$ cat src/hdl/tknl_pkg.sv
`timescale 1ns / 1ps
// ----------------------------------------------------------------------------
// tknl_pkg: shared types and constants for the top-k nearest list
// Widths, command codes, beat structs and the cell control struct.
// ----------------------------------------------------------------------------
package tknl_pkg;

  localparam int MAX_NEIGHBORS = 8;
  localparam int DIST_BITS     = 32;
  localparam int INDEX_BITS    = 16;
  localparam int CFG_BITS      = 4;
  // holds 0..MAX_NEIGHBORS
  localparam int KW            = $clog2(MAX_NEIGHBORS + 1);
  localparam int SLOT_BITS     = (MAX_NEIGHBORS > 1) ? $clog2(MAX_NEIGHBORS) : 1;

  localparam logic [DIST_BITS-1:0] DIST_EMPTY = {DIST_BITS{1'b1}};

  localparam logic [1:0] MODE_OFFER = 2'd0;
  localparam logic [1:0] MODE_CLEAR = 2'd1;
  localparam logic [1:0] MODE_DUMP  = 2'd2;

  typedef struct packed {
    logic [1:0]            mode;
    logic [DIST_BITS-1:0]  query_distance;
    logic [INDEX_BITS-1:0] query_row;
  } cmd_t;

  typedef struct packed {
    logic [DIST_BITS-1:0]  slot_distance;
    logic [INDEX_BITS-1:0] slot_index;
    logic                  slot_filled;
    logic                  last_slot;
  } result_t;

  typedef struct packed {
    logic offer;   // offer beat this cycle
    logic clear;   // clear beat this cycle
    logic in_use;  // slot lies below k
  } cell_ctrl_t;

endpackage

$ cat src/hdl/tknl_cell.sv
`timescale 1ns / 1ps
// ----------------------------------------------------------------------------
// tknl_cell: one slot of the sorted list
// Holds a distance and index; on an offer it keeps, takes the candidate, or
// takes its left neighbor's entry (shift toward larger slots).
// ----------------------------------------------------------------------------
module tknl_cell (
  input  logic                             clk,
  input  logic                             rst,
  input  tknl_pkg::cell_ctrl_t             ctrl,
  input  logic [tknl_pkg::DIST_BITS-1:0]   cand_dist,
  input  logic [tknl_pkg::INDEX_BITS-1:0]  cand_idx,
  input  logic [tknl_pkg::DIST_BITS-1:0]   left_dist,
  input  logic [tknl_pkg::INDEX_BITS-1:0]  left_idx,
  input  logic                             left_gt,
  output logic [tknl_pkg::DIST_BITS-1:0]   slot_dist,
  output logic [tknl_pkg::INDEX_BITS-1:0]  idx,
  output logic                             gt
);
  import tknl_pkg::*;

  // list stays ascending, so gt across the row is a thermometer code
  assign gt = (slot_dist > cand_dist);

  always_ff @(posedge clk) begin
    if (rst || ctrl.clear) begin
      slot_dist <= DIST_EMPTY;
      idx       <= '0;
    end else if (ctrl.offer && ctrl.in_use && gt) begin
      if (left_gt) begin
        slot_dist <= left_dist;
        idx       <= left_idx;
      end else begin
        slot_dist <= cand_dist;
        idx       <= cand_idx;
      end
    end
  end

endmodule

$ cat src/hdl/top_k_nearest_list.sv
`timescale 1ns / 1ps
// ----------------------------------------------------------------------------
// top_k_nearest_list: top-k insertion sorter over a row of slot cells
// Keeps the k smallest distances offered, ascending, with their row indexes.
// ----------------------------------------------------------------------------
// Offer and clear beats leave busy low, so a distance engine can offer one
// candidate every clock while no dump is running. A dump beat raises busy
// while k slots are read (k = neighbors_in_use, 0 acting as 1 and anything
// above MAX_NEIGHBORS acting as MAX_NEIGHBORS); the dump sequencer steps
// through the slots and each is registered onto result with strobe high,
// one slot per cycle, last_slot marking slot k-1. The dump rate is set by
// the single read mux over the cell row. The receiver cannot stall: each
// result is valid for exactly one cycle. Empty slots read as all-ones
// distance, index 0, slot_filled low. Ties keep the earlier arrival ahead.
// Write cfg only while busy is low and no dump beats are still due.
// ----------------------------------------------------------------------------
module top_k_nearest_list (
  input  logic                          clk,
  input  logic                          rst,
  input  logic                          start,
  output logic                          busy,
  input  tknl_pkg::cmd_t                cmd,
  input  logic                          cfg_we,
  input  logic [tknl_pkg::CFG_BITS-1:0] cfg_data,
  output logic                          strobe,
  output tknl_pkg::result_t             result
);
  import tknl_pkg::*;

  logic [CFG_BITS-1:0]   k_reg;        // neighbors_in_use
  logic [KW-1:0]         k_eff;        // clamped k
  logic                  dumping;
  logic [SLOT_BITS-1:0]  cnt;          // slot being read out
  logic                  accept;
  logic                  is_last;

  logic [DIST_BITS-1:0]  cell_dist [MAX_NEIGHBORS];
  logic [INDEX_BITS-1:0] cell_idx  [MAX_NEIGHBORS];
  logic                  cell_gt   [MAX_NEIGHBORS];

  logic [DIST_BITS-1:0]  rd_dist;
  logic [INDEX_BITS-1:0] rd_idx;
  logic                  rd_filled;

  assign busy   = dumping;
  assign accept = start && !busy;

  // config register
  always_ff @(posedge clk) begin
    if (rst) begin
      k_reg <= CFG_BITS'(MAX_NEIGHBORS);
    end else if (cfg_we) begin
      k_reg <= cfg_data;
    end
  end

  // clamp k to 1..MAX_NEIGHBORS
  always_comb begin
    if (k_reg == '0) begin
      k_eff = KW'(1);
    end else if (int'(k_reg) > MAX_NEIGHBORS) begin
      k_eff = KW'(MAX_NEIGHBORS);
    end else begin
      k_eff = KW'(k_reg);
    end
  end

  // cell row: each slot looks at its left neighbor only
  for (genvar i = 0; i < MAX_NEIGHBORS; i++) begin : g_cell
    cell_ctrl_t ctrl;

    assign ctrl.offer  = accept && (cmd.mode == MODE_OFFER);
    assign ctrl.clear  = accept && (cmd.mode == MODE_CLEAR);
    assign ctrl.in_use = (k_eff > KW'(i));

    if (i == 0) begin : g_head
      tknl_cell u_cell (
        .clk       (clk),
        .rst       (rst),
        .ctrl      (ctrl),
        .cand_dist (cmd.query_distance),
        .cand_idx  (cmd.query_row),
        .left_dist (cmd.query_distance),
        .left_idx  (cmd.query_row),
        .left_gt   (1'b0),
        .slot_dist (cell_dist[i]),
        .idx       (cell_idx[i]),
        .gt        (cell_gt[i])
      );
    end else begin : g_body
      tknl_cell u_cell (
        .clk       (clk),
        .rst       (rst),
        .ctrl      (ctrl),
        .cand_dist (cmd.query_distance),
        .cand_idx  (cmd.query_row),
        .left_dist (cell_dist[i-1]),
        .left_idx  (cell_idx[i-1]),
        .left_gt   (cell_gt[i-1]),
        .slot_dist (cell_dist[i]),
        .idx       (cell_idx[i]),
        .gt        (cell_gt[i])
      );
    end
  end

  // dump read port
  assign rd_dist   = cell_dist[cnt];
  assign rd_filled = (rd_dist != DIST_EMPTY);
  assign rd_idx    = rd_filled ? cell_idx[cnt] : '0;
  assign is_last   = (KW'(cnt) == (k_eff - KW'(1)));

  // dump sequencer
  always_ff @(posedge clk) begin
    if (rst) begin
      dumping <= 1'b0;
      cnt     <= '0;
    end else if (dumping) begin
      cnt <= cnt + SLOT_BITS'(1);
      if (is_last) begin
        dumping <= 1'b0;
      end
    end else if (accept && (cmd.mode == MODE_DUMP)) begin
      dumping <= 1'b1;
      cnt     <= '0;
    end
  end

  // output register: one beat per dump cycle
  always_ff @(posedge clk) begin
    if (rst) begin
      strobe <= 1'b0;
    end else begin
      strobe <= dumping;
    end
  end

  always_ff @(posedge clk) begin
    result.slot_distance <= rd_dist;
    result.slot_index    <= rd_idx;
    result.slot_filled   <= rd_filled;
    result.last_slot     <= is_last;
  end

  // ---- assertions ----
  a_strobe_after_busy: assert property (@(posedge clk) disable iff (rst)
    strobe |-> $past(busy))
    else $error("result beat without a dump cycle");

  a_busy_ends_on_last: assert property (@(posedge clk) disable iff (rst)
    ($fell(busy) && !$past(rst)) |-> (strobe && result.last_slot))
    else $error("dump ended without last slot");

  a_last_frees: assert property (@(posedge clk) disable iff (rst)
    (strobe && result.last_slot) |-> !busy)
    else $error("busy after last slot");

  a_empty_slot: assert property (@(posedge clk) disable iff (rst)
    (strobe && !result.slot_filled) |->
      (result.slot_index == '0 && result.slot_distance == DIST_EMPTY))
    else $error("empty slot carries data");

  a_sorted: assert property (@(posedge clk) disable iff (rst)
    (cell_dist[0] <= cell_dist[MAX_NEIGHBORS-1]))
    else $error("slot list out of order");

endmodule

$ cat config.mk
export PLATFORM = sky130hd
export DESIGN_NAME = top_k_nearest_list
export DESIGN_NICKNAME = d
export VERILOG_FILES = /design/src/hdl/tknl_pkg.sv /design/src/hdl/tknl_cell.sv /design/src/hdl/top_k_nearest_list.sv
export SDC_FILE = /design/constraint.sdc
export NUM_CORES = 1
export LEC_CHECK = 0
export BUFFER_PORTS_ARGS = -buffer_cell sky130_fd_sc_hd__buf_2
export CAP_MARGIN = 20
export CORE_MARGIN = 8
export CORE_UTILIZATION = 35
export DETAILED_ROUTE_END_ITERATION = 8
export GPL_TIMING_DRIVEN = 0
export HOLD_SLACK_MARGIN = 0.06
export SLEW_MARGIN = 20
export SYNTH_ARGS = -nofsm -noshare
export SYNTH_HDL_FRONTEND = slang
export SYNTH_SLANG_ARGS = --single-unit
$ cat constraint.sdc
create_clock -name clk -period 2.8 [get_ports clk]
set_input_delay 0.28 -clock clk [delete_from_list [all_inputs] [get_ports clk]]
set_output_delay 0.28 -clock clk [all_outputs]
set_load 0.02 [all_outputs]
-- Word level (Yosys, flattened, before mapping)
Index checks and enable logic that the tools add are counted.
- word-level logic and storage cells: 101
- flip-flop bits (word level): 443
- input bits: 58
- output and inout port bits: 52
- bitwise logic cells: 1
- reduce and logical (&&, ||, !) cells: 25
- muxes and demuxes: 27
- order comparisons: 18
- equal/unequal tests: 4
- add/sub/neg operators: 2
- operator list (cell ; count):
    32-bit 2-to-1 mux ; 9
    32-bit > comparator ; 8
    16-bit 2-to-1 mux ; 9
    32-bit binary-select mux with 3-bit select ; 1
    16-bit binary-select mux with 3-bit select ; 1
    32-bit inequality test, second input constant ; 1
    1-bit logical AND ; 20
    4-bit by 3-bit > comparator with 1-bit output, second input constant ; 4
    4-bit by 1-bit > comparator with 1-bit output, second input constant ; 2
    4-bit by 2-bit > comparator with 1-bit output, second input constant ; 2
    4-bit 2-to-1 mux ; 2
    3-bit 2-to-1 mux ; 2
    3-bit by 4-bit equality test with 1-bit output ; 1
    4-bit greater-or-equal comparator, second input constant ; 1
    4-bit > comparator, second input constant ; 1
    4-bit logical NOT ; 1
    3-bit inverter with 4-bit output ; 1
    4-bit by 1-bit subtractor with 4-bit output, second input constant ; 1
    3-bit by 1-bit adder with 3-bit output, second input constant ; 1
    1-bit 2-to-1 mux ; 3
    2-bit by 1-bit equality test with 1-bit output, second input constant ; 1
    2-bit equality test, second input constant ; 1
    2-bit logical NOT ; 1
    2-bit nonzero test ; 1
    2 further kinds ; 2

-- Longest topological paths before layout
Gate-level depths: netlist of the first run.
- depth after elaboration: 7
- gate-level depth with buffers: 13
- gate-level depth less buffers: 11

-- Modules after synthesis
Synthesis of the first run repeated with hierarchy kept, for this count alone.
- cell total of the unflattened synthesis: 3456
- area total of the unflattened synthesis: 31002.2 um2
- by module, submodules not included (module ; sequential area each (um2) ; times used ; cells each ; area each (um2)):
    tknl_cell ; 960.9 ; 8 ; 388 ; 3274.4
    top_k_nearest_list ; 1181.1 ; 1 ; 352 ; 4807.1

-- Worst setup path before layout of the first run
OpenSTA, ideal clock, no wires.
- kind: input port to flip-flop
- start point: in cmd[46] (netlist name)
- end point: reg g_cell[1].g_body.u_cell.slot_dist[10] (netlist name)
- setup time: 0.127 ns
- arrival: 2.789 ns
- required time: 2.673 ns
- path buffers: 4
- setup slack: -0.116 ns
- stages on the path: 13
- path through: clkbuf_1 inv_1 ha_1 nand4_1 or3_4 nor4_4 o31a_2 o21a_1 buf_6 and3_1 buf_6 buf_12 a32oi_2
- longest elaborated chain between the ends: 2
- elaborated cells between the ends (all ways): 4
- classes of those cells: order compare: 2; mux: 1; reduce/logical: 1
- ends and longest elaborated chain (element ; line ; text):
    from (decl) ; top_k_nearest_list.sv:22 ; input tknl_pkg::cmd_t cmd,
    32-bit > comparator ; tknl_cell.sv:23 ; assign gt = (slot_dist > cand_dist);
    32-bit 2-to-1 mux / 1-bit logical AND (equally long branches) ; tknl_cell.sv:30, tknl_cell.sv:29 ;
    to (signal assigned) ; tknl_cell.sv:31 ; slot_dist <= left_dist;
    to (signal assigned) ; tknl_cell.sv:34 ; slot_dist <= cand_dist;
    to (decl) ; tknl_cell.sv:16 ; output logic [tknl_pkg::DIST_BITS-1:0] slot_dist,
Parallel ways exist; a longest one is shown, timed or not.
A chain may end at the register's enable or synchronous reset.

-- Final worst setup path of the first run
- start point: reg g_cell[1].g_body.u_cell.slot_dist[28] (netlist name)
- end point: reg g_cell[1].g_body.u_cell.slot_dist[8] (netlist name)
- longest elaborated chain between the ends: 2
- ends and longest elaborated chain (element ; line ; text):
    32-bit > comparator ; tknl_cell.sv:23 ;
    1-bit logical AND ; tknl_cell.sv:29 ; end else if (ctrl.offer && ctrl.in_use && gt) begin
No other way between the ends.

==> results.ini, run 1 <==
[run_status]
status=complete, but fails checks
violations=negative setup slack

[pwr]
p_per_area_nw_per_um2=502.9
power.share.sequential=0.381
clockPowerShare=0.407
irDropWorstVdd_v=0.0004805
power_leakage_uw=0.01310
internal_power_uw=11890
swShare=0.3189
pwr-share-comb=0.212
p_switching_uw=5569

[timing]
fmax_mhz=343.0
slew_headroom=0.3514
min_period_ns=2.915
hold_viol=0
setup_ws_ns=-0.1152
worstMarginPinSlew_ns=0.9729
fin_crit_sh=1.041
setup_viol=76
timing.hold.ws_ns=0.04699
rsz0062_at_grt=true
fin_setup_tns_ns=-4.024
fin_skew_ns=0.02117
slew_violations=0

[drt]
drt_pre_antenna_iters=6
via_count=26780
detail_route.iter0.violations=3074
wl_per_cell_um=27.28
viasPerCell=6.141
ant_nets=0
drc=0
drt_wl_total_um=119000

[synthesis]
ys_warn_count=0
synth_enable_flop_cells=0
avgSynthCellArea_um2=9.006
synth_top_area_frac=0.3254
ys_seq_area_frac=0.3254
synth_top_area_cell=dfxtp_1
yosys_most_used_dff=dfxtp_1
synth.area.top_cells=dfxtp_1 33%, ha_1 12%, mux4_2 7.9%
syn_inst=3026
syn_nets=3345
yosysUniqueCellTypes=65
syn_area_um2=27250
async_reset_ff_frac=0
yosys_register_bits=443

[final_layout]
syn2layout_area_growth_pct=27.43
stdcell_count=4361
largest_reg_flops=224
fillers=7441
final_cell_mix=470 x nand2_1, 366 x dfxtp_1, 232 x a21oi_1, 220 x ha_1, 201 x nor2_1
top_regs=g_cell.g_body.u_cell.slot_dist (224), g_cell.g_body.u_cell.idx (112), result (50)
nNetsFinal=3596
final_common_cell=nand2_1
register_area_um2=8992
multi_input_area_um2=18250
regMostFlops=g_cell.g_body.u_cell.slot_dist
postLayoutCellArea_um2=34730
final_layout_size_suffix_gt1_frac=0.2757

[clock_network]
htreeDepth=2
cts.sinks=443
clock_latency_ns=0.65
clkTransAtPathRegs_ns=0.06
cts_buffers=53
tritoncts=yes
root_buffer=clkbuf_16
cts_buffer_depth=3

[hold_path]
hold_end=g_cell[3].g_body.u_cell.slot_dist[10]
hold_class=in -> reg
hold_start=cmd[26]
hold_depth=3

[setup_path]
r2r-start=g_cell[1].g_body.u_cell.slot_dist[28]
end_kind=flop
critical_path_class=reg -> reg
r2r_end=g_cell[1].g_body.u_cell.slot_dist[8]
reg2reg_depth=11
startpoint_type=flop
crit_path_max_fanout=6
worstPathArrival_ns=3.44
worstPathRequired_ns=3.33
r2r_setup_slack_ns=-0.12

[place]
io_buffers=60
dpl.hpwl_um=82800
place_congestion=1.001
pre_cts_ws_ns=-1.818
place_area_um2=28870
dp_cells=4126

[floorplan]
io_pins=110
die_w_um=295.0
core-area_um2=77340
rows=102
die-area_um2=87050
die_y_um=295.0
start_util=0.3524

[flow_run]
maxCapViolCount=0

[global_routing]
grt_usage=0.2575
grt-ovfl-total=0
grt_max_degree=16
grt_pass1_vias=25330
grt_pass1_wl_um=170400
grt_antenna_before_repair=4

[synth_stat cells (7+ instances only)]
| library cell | instances |
|---|---|
| o211ai_1 | 9 |
| and4_1 | 13 |
| a211oi_1 | 30 |
| buf_1 | 13 |
| a31oi_1 | 32 |
| buf_6 | 15 |
| a22oi_2 | 16 |
| buf_4 | 16 |
| o21a_1 | 7 |
| nand3_1 | 108 |
| a311oi_2 | 10 |
| dfxtp_1 | 443 |
| a311oi_1 | 38 |
| a22oi_1 | 16 |
| a21o_1 | 13 |
| a211oi_2 | 10 |
| a21oi_1 | 262 |
| ha_1 | 261 |
| nor2_1 | 205 |
| a221oi_1 | 7 |
| nor2b_1 | 11 |
| mux2i_1 | 149 |
| inv_1 | 56 |
| and2_1 | 7 |
| clkbuf_1 | 164 |
| mux4_2 | 96 |
| a221o_1 | 12 |
| nor4_1 | 10 |
| a32oi_1 | 98 |
| nand4_1 | 54 |
| mux2_2 | 32 |
| buf_2 | 71 |
| a32oi_2 | 30 |
| nand2_1 | 477 |
| nor3_1 | 69 |
| o21ai_0 | 102 |
[routing by layer]
metal	part of all wire	vias up	track usage
met5	0.00019	-	0
met4	0.060	4	0.1329
met3	0.11	381	0.06501
met2	0.43	1579	0.3878
met1	0.40	13050	0.3395
li1	-	11770	-
[kinds of logic (layout without fill, tap and decap cells)]
group / after synthesis / after routing / synth area share
AO/OA/AOI/OAI: 723 / 723 / 0.1905
AND/OR/NAND/NOR: 980 / 980 / 0.1577
other: 0 / 2 / 0
adder cells (fa/ha/maj): 261 / 261 / 0.1198
buffers and inverters: 338 / 631 / 0.05794
XOR/XNOR: 4 / 4 / 0.001286
multiplexers: 277 / 277 / 0.1473
flip-flops: 443 / 443 / 0.3254
[stage by stage]
stage | util | power, uW
after floorplan | - | 8631
after global placement | 0.3732 | 9650
after detailed placement | 0.3732 | 9683
after CTS | 0.4221 | 17000
after global routing | 0.4490 | 17950
final | 0.4490 | 17460
[timing repair]
item | CTS | global route
pin swaps | 41 | 65
hold buffers | 62 | 2
cloned | 3 | 12
endpoints found under the setup margin | 402 | 392
gates resized for setup | 338 | 411
setup buffers | 41 | 34
hold endpoints to repair | 80 | 1
[worst max path at each step]
stage / start / end / slack (ns) / cells past startpoint
floorplan: cmd[44] / g_cell[1].g_body.u_cell.slot_dist[10] / 0.001 / 13
global placement: cmd[34] / g_cell[7].g_body.u_cell.idx[14] / -1.81 / 12
CTS: g_cell[1].g_body.u_cell.slot_dist[30] / g_cell[1].g_body.u_cell.slot_dist[22] / -0.03 / 13
detailed placement: cmd[34] / g_cell[7].g_body.u_cell.idx[14] / -1.82 / 12
global route: g_cell[1].g_body.u_cell.slot_dist[30] / g_cell[1].g_body.u_cell.slot_dist[22] / -0.12 / 13
finish: g_cell[1].g_body.u_cell.slot_dist[28] / g_cell[1].g_body.u_cell.slot_dist[8] / -0.12 / 11
[power by group through the flow]
stage / Sequential, uW / Clock (uW) / Combinational (uW)
2_1_floorplan: 6760 / 0 / 1870
3_5_place_dp: 6780 / 0 / 2900
6_report: 6650 / 7110 / 3700
4_1_cts: 6640 / 7110 / 3240
3_3_place_gp: 6780 / 0 / 2870
5_1_grt: 6670 / 7380 / 3900
[layout make-up]
class,instances,area share
Clock buffer,79,0.04561
Clock inverter,18,0.005008
Tap cell,1040,0.03747
Multi-Input combinational cell,2245,0.5254
Inverter,56,0.006053
Buffer,266,0.06518
Timing Repair Buffer,212,0.05617
Antenna cell,2,0.0001441
Sequential cell,443,0.2589
[critical path, stage by stage (launching register included)]
cell and delay (ns):
dfxtp_4 0.36, ha_1 0.27, nand4_1 0.22, or3_4 0.46, buf_4 0.17, o221ai_4 0.31, o21a_1 0.20, buf_6 0.13
and3_4 0.22, buf_12 0.17, clkbuf_16 0.19, a32oi_2 0.09
Power figures use the tool's default switching activity.
==> run 2: changes to the inputs <==
- CORE_MARGIN: 8 -> unset
==> run 2 against run 1 <==
Net effect:
- the run still ends with negative setup slack left
- critical path type unchanged
- critical endpoint is now g_cell[7].g_body.u_cell.slot_dist[4]
- largest cell class unchanged
- largest power group unchanged
- sequential power barely moved
- power rose by 1.4%
- critical path depth did not move
==> results.ini, run 2 (same netlist as run 1, synthesis figures left out) <==
[pwr]
swShare=0.3127
p_per_area_nw_per_um2=512.4
pwr-share-comb=0.208
p_switching_uw=5537
power_leakage_uw=0.01310
internal_power_uw=12170
clockPowerShare=0.417
power.share.sequential=0.375
irDropWorstVdd_v=0.0004870

[timing]
fin_setup_tns_ns=-5.400
fmax_mhz=340.4
min_period_ns=2.938
fin_crit_sh=1.049
rsz0062_at_grt=true
hold_viol=0
slew_violations=0
setup_ws_ns=-0.1376
fin_skew_ns=0.06096
worstMarginPinSlew_ns=0.9372
slew_headroom=0.3752
setup_viol=78

[clock_network]
cts_buffers=51
tritoncts=yes
cts.sinks=443
cts_buffer_depth=3
clock_latency_ns=0.66
clkTransAtPathRegs_ns=0.07
htreeDepth=2
root_buffer=clkbuf_16

[drt]
detail_route.iter0.violations=3036
via_count=26730
drt_pre_antenna_iters=6
wl_per_cell_um=27.28
viasPerCell=6.161
drc=0
ant_nets=0
drt_wl_total_um=118400

[setup_path]
worstPathRequired_ns=3.36
crit_family=simple AND/OR/NAND/NOR gates
r2r-start=g_cell[7].g_body.u_cell.slot_dist[31]
slowest_stage=dfxtp_4
worstPathArrival_ns=3.49
critical_path.endpoint=g_cell[7].g_body.u_cell.slot_dist[4]
startpoint_type=flop
cp_num_buf_inv=3
end_kind=flop
slowest_delay_ns=0.36
crit_path_max_fanout=5
reg2reg_depth=11
r2r_setup_slack_ns=-0.14
cp_cell_sequence=ha_4 -> nand4_1 -> nand4bb_4 -> nor4_4 -> o31a_1 -> o41a_1 -> buf_4 -> buf_12 -> clkbuf_16 -> nor3_1 -> a21oi_1
critPathLaunch=g_cell[7].g_body.u_cell.slot_dist[31]
r2r_end=g_cell[7].g_body.u_cell.slot_dist[4]
worstSetupPathDepth=11
critical_path_class=reg -> reg

[final_layout]
register_area_um2=8970
final_common_cell=nand2_1
nNetsFinal=3588
top_regs=g_cell.g_body.u_cell.slot_dist (224), g_cell.g_body.u_cell.idx (112), result (50)
final_layout_size_suffix_gt1_frac=0.2596
syn2layout_area_growth_pct=26.78
final_cell_mix=469 x nand2_1, 382 x dfxtp_1, 243 x a21oi_1, 226 x ha_1, 200 x nor2_1
antennaDiodeCount=0
postLayoutCellArea_um2=34550
fillers=7261
regMostFlops=g_cell.g_body.u_cell.slot_dist
largest_reg_flops=224
multi_input_area_um2=18040

[floorplan]
start_util=0.3565
die-area_um2=78980
core-area_um2=76450
die_w_um=281.0
die_y_um=281.0
io_pins=110
rows=101

[global_routing]
grt_max_degree=18
grt_antenna_before_repair=3
grt_pass1_vias=24910
grt_usage=0.2854
grt_pass1_wl_um=167900
grt-ovfl-total=0

[place]
dpl.hpwl_um=82010
place_area_um2=28860
io_buffers=60
place_congestion=0.9931

[flow_run]
maxCapViolCount=0

[hold_path]
hold_class=in -> reg

[run_status]
status=complete, but fails checks
violations=negative setup slack

[run 2: changes by cell type in the layout (fill, tap and decap cells not counted), sizes merged]
cell           change
clkbuf             -8
clkinv             +2
clkinvlp           +1
buf                -5
diode              -2
inv                -4
clkdlybuf4s15      +1
dlygate4sd3        -3
bufinv             +6
[run 2: repair_timing]
| item | in CTS | in global routing |
|---|---|---|
| hold endpoints to repair | 72 | 3 |
| gates resized for setup | 388 | 286 |
| gates cloned | 2 | 14 |
| hold buffers | 56 | 5 |
| buffers inserted | 44 | 28 |
| endpoints found under the setup margin | 402 | 401 |
| pin swaps | 53 | 71 |
[run 2: area by class of cell]
cell class | instances | share of cell area
plain buffers | 263 | 0.06457
clock buffers | 70 | 0.04219
clock inverters | 23 | 0.01083
inverters | 56 | 0.006084
multi-input cells | 2245 | 0.5222
flip-flops and latches | 443 | 0.2596
well taps | 1030 | 0.03730
repair buffers | 209 | 0.05725
[run 2: tightest hold or removal path: cells and delay by family]
family,cells,cell delay [ns]
AO/OA/AOI/OAI,1,0.09
buffers and inverters,1,0.16
AND/OR/NAND/NOR,1,0.09
[run 2: routing by layer]
metal | track usage | vias up | wire (um)
met4 | 0.1404 | 8 | 6252
li1 | - | 11740 | -
met2 | 0.4339 | 1586 | 51400
met5 | 0 | - | 98
met1 | 0.3707 | 13070 | 47160
met3 | 0.07706 | 330 | 13440
[run 2: how the worst min path moves through the flow]
stage	startpoint	endpoint	slack (ns)	cells after the start
final	cmd[19]	g_cell[3].g_body.u_cell.slot_dist[3]	0.04	3
after CTS	cmd[42]	g_cell[4].g_body.u_cell.slot_dist[26]	0.06	3
after floorplan	cfg_data[3]	k_reg[3]	0.41	2
after global placement	g_cell[0].g_head.u_cell.idx[0]	g_cell[1].g_body.u_cell.idx[0]	0.48	2
after global routing	cmd[17]	g_cell[3].g_body.u_cell.slot_dist[1]	0.07	3
after detailed placement	g_cell[3].g_body.u_cell.idx[2]	g_cell[4].g_body.u_cell.idx[2]	0.49	2
[run 2: power by group through the flow]
stage | Clock, uW | Combinational [uW] | Sequential (uW)
3_5_place_dp | 0 | 2910 | 6780
5_1_grt | 7660 | 3870 | 6660
4_1_cts | 7410 | 3290 | 6640
6_report | 7380 | 3680 | 6650
3_3_place_gp | 0 | 2890 | 6780
2_1_floorplan | 0 | 1870 | 6760
[run 2: stage by stage]
step / power (uW) / instances / utilization / hold slack, ns / worst slack, ns
3_5_place_dp: 9689 / 4116 / 0.3775 / 0.4917 / -1.996
5_1_grt: 18190 / 4339 / 0.4519 / 0.06527 / -0.2177
6_report: 17700 / 4339 / 0.4519 / 0.04085 / -0.1376
3_3_place_gp: 9665 / 4116 / 0.3774 / 0.4830 / -2.009
2_1_floorplan: 8631 / 3026 / - / 0.4062 / 0.001443
4_1_cts: 17330 / 4302 / 0.4313 / 0.06058 / -0.04294
==> run 3: changes to the inputs <==
- SETUP_SLACK_MARGIN: unset -> 0.4
==> run 3 against run 2 <==
Net effect:
- the run still ends with negative setup slack left
- sequential power barely moved
- global-route usage up 1.0 points
- power increased by 2.5%
- fmax fell by 4.4%
==> results.ini, run 3 (same netlist as run 1, synthesis figures left out) <==
[final_layout]
regMostFlops=g_cell.g_body.u_cell.slot_dist
final_cell_mix=454 x nand2_1, 331 x dfxtp_1, 193 x nor2_1, 189 x a21oi_1, 185 x ha_1
final_common_cell=nand2_1
largest_reg_flops=224
final_layout_size_suffix_gt1_frac=0.3713
postLayoutCellArea_um2=38840
top_regs=g_cell.g_body.u_cell.slot_dist (224), g_cell.g_body.u_cell.idx (112), result (50)
syn2layout_area_growth_pct=42.51
nNetsFinal=3740
fillers=6687

[timing]
fin_crit_sh=1.098
min_period_ns=3.074
fmax_mhz=325.4
fin_setup_tns_ns=-18.03
worstMarginPinSlew_ns=0.9965
fin_skew_ns=0.03528
setup_viol=233
hold_viol=0
slew_headroom=0.3357
timing.hold.ws_ns=0.05781
setup_ws_ns=-0.2736
rsz0062_at_grt=true
slew_violations=0

[setup_path]
end_kind=flop
crit_path_max_fanout=5
worstPathArrival_ns=3.59
critical_path_class=reg -> reg
worstPathRequired_ns=3.31
r2r_end=g_cell[7].g_body.u_cell.slot_dist[22]
cp_cell_sequence=ha_4 -> nand4_1 -> nand4bb_4 -> nor4_4 -> buf_4 -> o31a_1 -> o41a_1 -> and2_4 -> buf_8 -> buf_12 -> clkbuf_16 -> a21oi_2
slowest_delay_ns=0.39
slowest_stage=nand4bb_4
critPathLaunch=g_cell[7].g_body.u_cell.slot_dist[31]
r2r_setup_slack_ns=-0.27
reg2reg_depth=12
r2r-start=g_cell[7].g_body.u_cell.slot_dist[31]
startpoint_type=flop

[clock_network]
root_buffer=clkbuf_16
htreeDepth=2
clkTransAtPathRegs_ns=0.07
cts_buffer_depth=3
cts.sinks=443
tritoncts=yes
clock_latency_ns=0.66
cts_buffers=52

[run_status]
violations=negative setup slack
status=complete, but fails checks

[drt]
detail_route.iter0.violations=3710
viasPerCell=6.254
ant_nets=0
wl_per_cell_um=28.13
drt_pre_antenna_iters=6
drc=0
via_count=28070
drt_wl_total_um=126300

[floorplan]
core-area_um2=76450
start_util=0.3565
die_y_um=281.0
die_w_um=281.0
io_pins=110
rows=101
die-area_um2=78980

[hold_path]
hold_start=cmd[27]
hold_end=g_cell[2].g_body.u_cell.slot_dist[11]
hold_class=in -> reg
hold_depth=3

[place]
place_congestion=0.9917
dpl.hpwl_um=82700
pre_cts_ws_ns=-1.688
place_area_um2=29800
io_buffers=60

[global_routing]
grt_max_degree=17
grt_antenna_before_repair=4
grt_pass1_wl_um=173700
grt-ovfl-total=0
grt_pass1_vias=25810
grt_usage=0.2953

[pwr]
irDropWorstVdd_v=0.0005561
swShare=0.3250
power.share.sequential=0.366
p_switching_uw=5899
pwr-share-comb=0.249
clockPowerShare=0.386
p_per_area_nw_per_um2=467.4
internal_power_uw=12250
power_leakage_uw=0.01440

[flow_run]
maxCapViolCount=0

## run 3: changes by cell type in the layout (fill, tap and decap cells not counted), sizes merged, moves of 2 or more
cell | previous run | this run
dlygate4sd3 | 61 | 84
buf | 258 | 365
clkbuf | 222 | 241
bufinv | 7 | 3
clkinvlp | 2 | 0
bufbuf | 0 | 2
clkinv | 14 | 19
## run 3: what timing repair did
action                                 in CTS  in global routing
pin swaps                                 108                169
resized for setup                         537                531
endpoints found under the hold margin     215                  0
hold buffers                               84                  0
buffers inserted                           88                 70
cloned                                     14                 25
setup endpoints to repair                 403                402
## run 3: how the worst max path moves through the flow
| stage | end | slack, ns | cells after the start |
|---|---|---|---|
| 2_1_floorplan | g_cell[2].g_body.u_cell.slot_dist[24] | 0.31 | 13 |
| 4_1_cts | g_cell[1].g_body.u_cell.slot_dist[6] | -0.16 | 13 |
| 3_5_place_dp | g_cell[7].g_body.u_cell.idx[13] | -1.69 | 12 |
| 5_1_grt | g_cell[7].g_body.u_cell.slot_dist[26] | -0.25 | 10 |
| 6_report | g_cell[7].g_body.u_cell.slot_dist[22] | -0.27 | 12 |
| 3_3_place_gp | g_cell[7].g_body.u_cell.idx[13] | -1.64 | 12 |
## run 3: layout make-up
| type | count | area, um^2 | area share |
|---|---|---|---|
| timing repair buffer | 341 | 3669 | 0.09446 |
| clock buffer | 69 | 1445 | 0.03721 |
| clock inverter | 22 | 260.3 | 0.006701 |
| inverter | 56 | 305.3 | 0.007861 |
| sequential | 443 | 9096 | 0.2342 |
| antenna | 1 | 2.502 | 0.00006443 |
| buffer | 282 | 3132 | 0.08064 |
| tap | 1030 | 1289 | 0.03318 |
| multi-input combinational | 2245 | 19640 | 0.5057 |
## run 3: stage by stage
stage | instances | total power [uW] | util
finish | 4489 | 18150 | 0.5080
global route | 4489 | 18600 | 0.5080
CTS | 4393 | 17370 | 0.4646
detailed placement | 4116 | 9829 | 0.3898
global placement | 4116 | 9797 | 0.3898
floorplan | 3026 | 8763 | -
## run 3: critical path: cells and delay by family, from the launching register on
kind            cells  cell delay (ns)
buf+inv             4             0.58
simple gates        4             1.02
compound gates      3             0.69
flops               1             0.36
fa+ha+maj           1             0.29
## run 3: layer usage
layer  global-route usage  routed length (um)  vias up
met3              0.07515               15370      456
met1               0.3909               49280    13690
met2               0.4394               53690     1861
met5                    0                   0        -
li1                     -                   -    12070
met4               0.1547                7934        0
## run 3: power by group through the flow
stage | clock (uW) | sequential, uW | combinational, uW
6_report | 7000 | 6640 | 4510
5_1_grt | 7240 | 6650 | 4700
4_1_cts | 7000 | 6640 | 3720
3_5_place_dp | 0 | 6780 | 3050
3_3_place_gp | 0 | 6780 | 3020
2_1_floorplan | 0 | 6760 | 2000
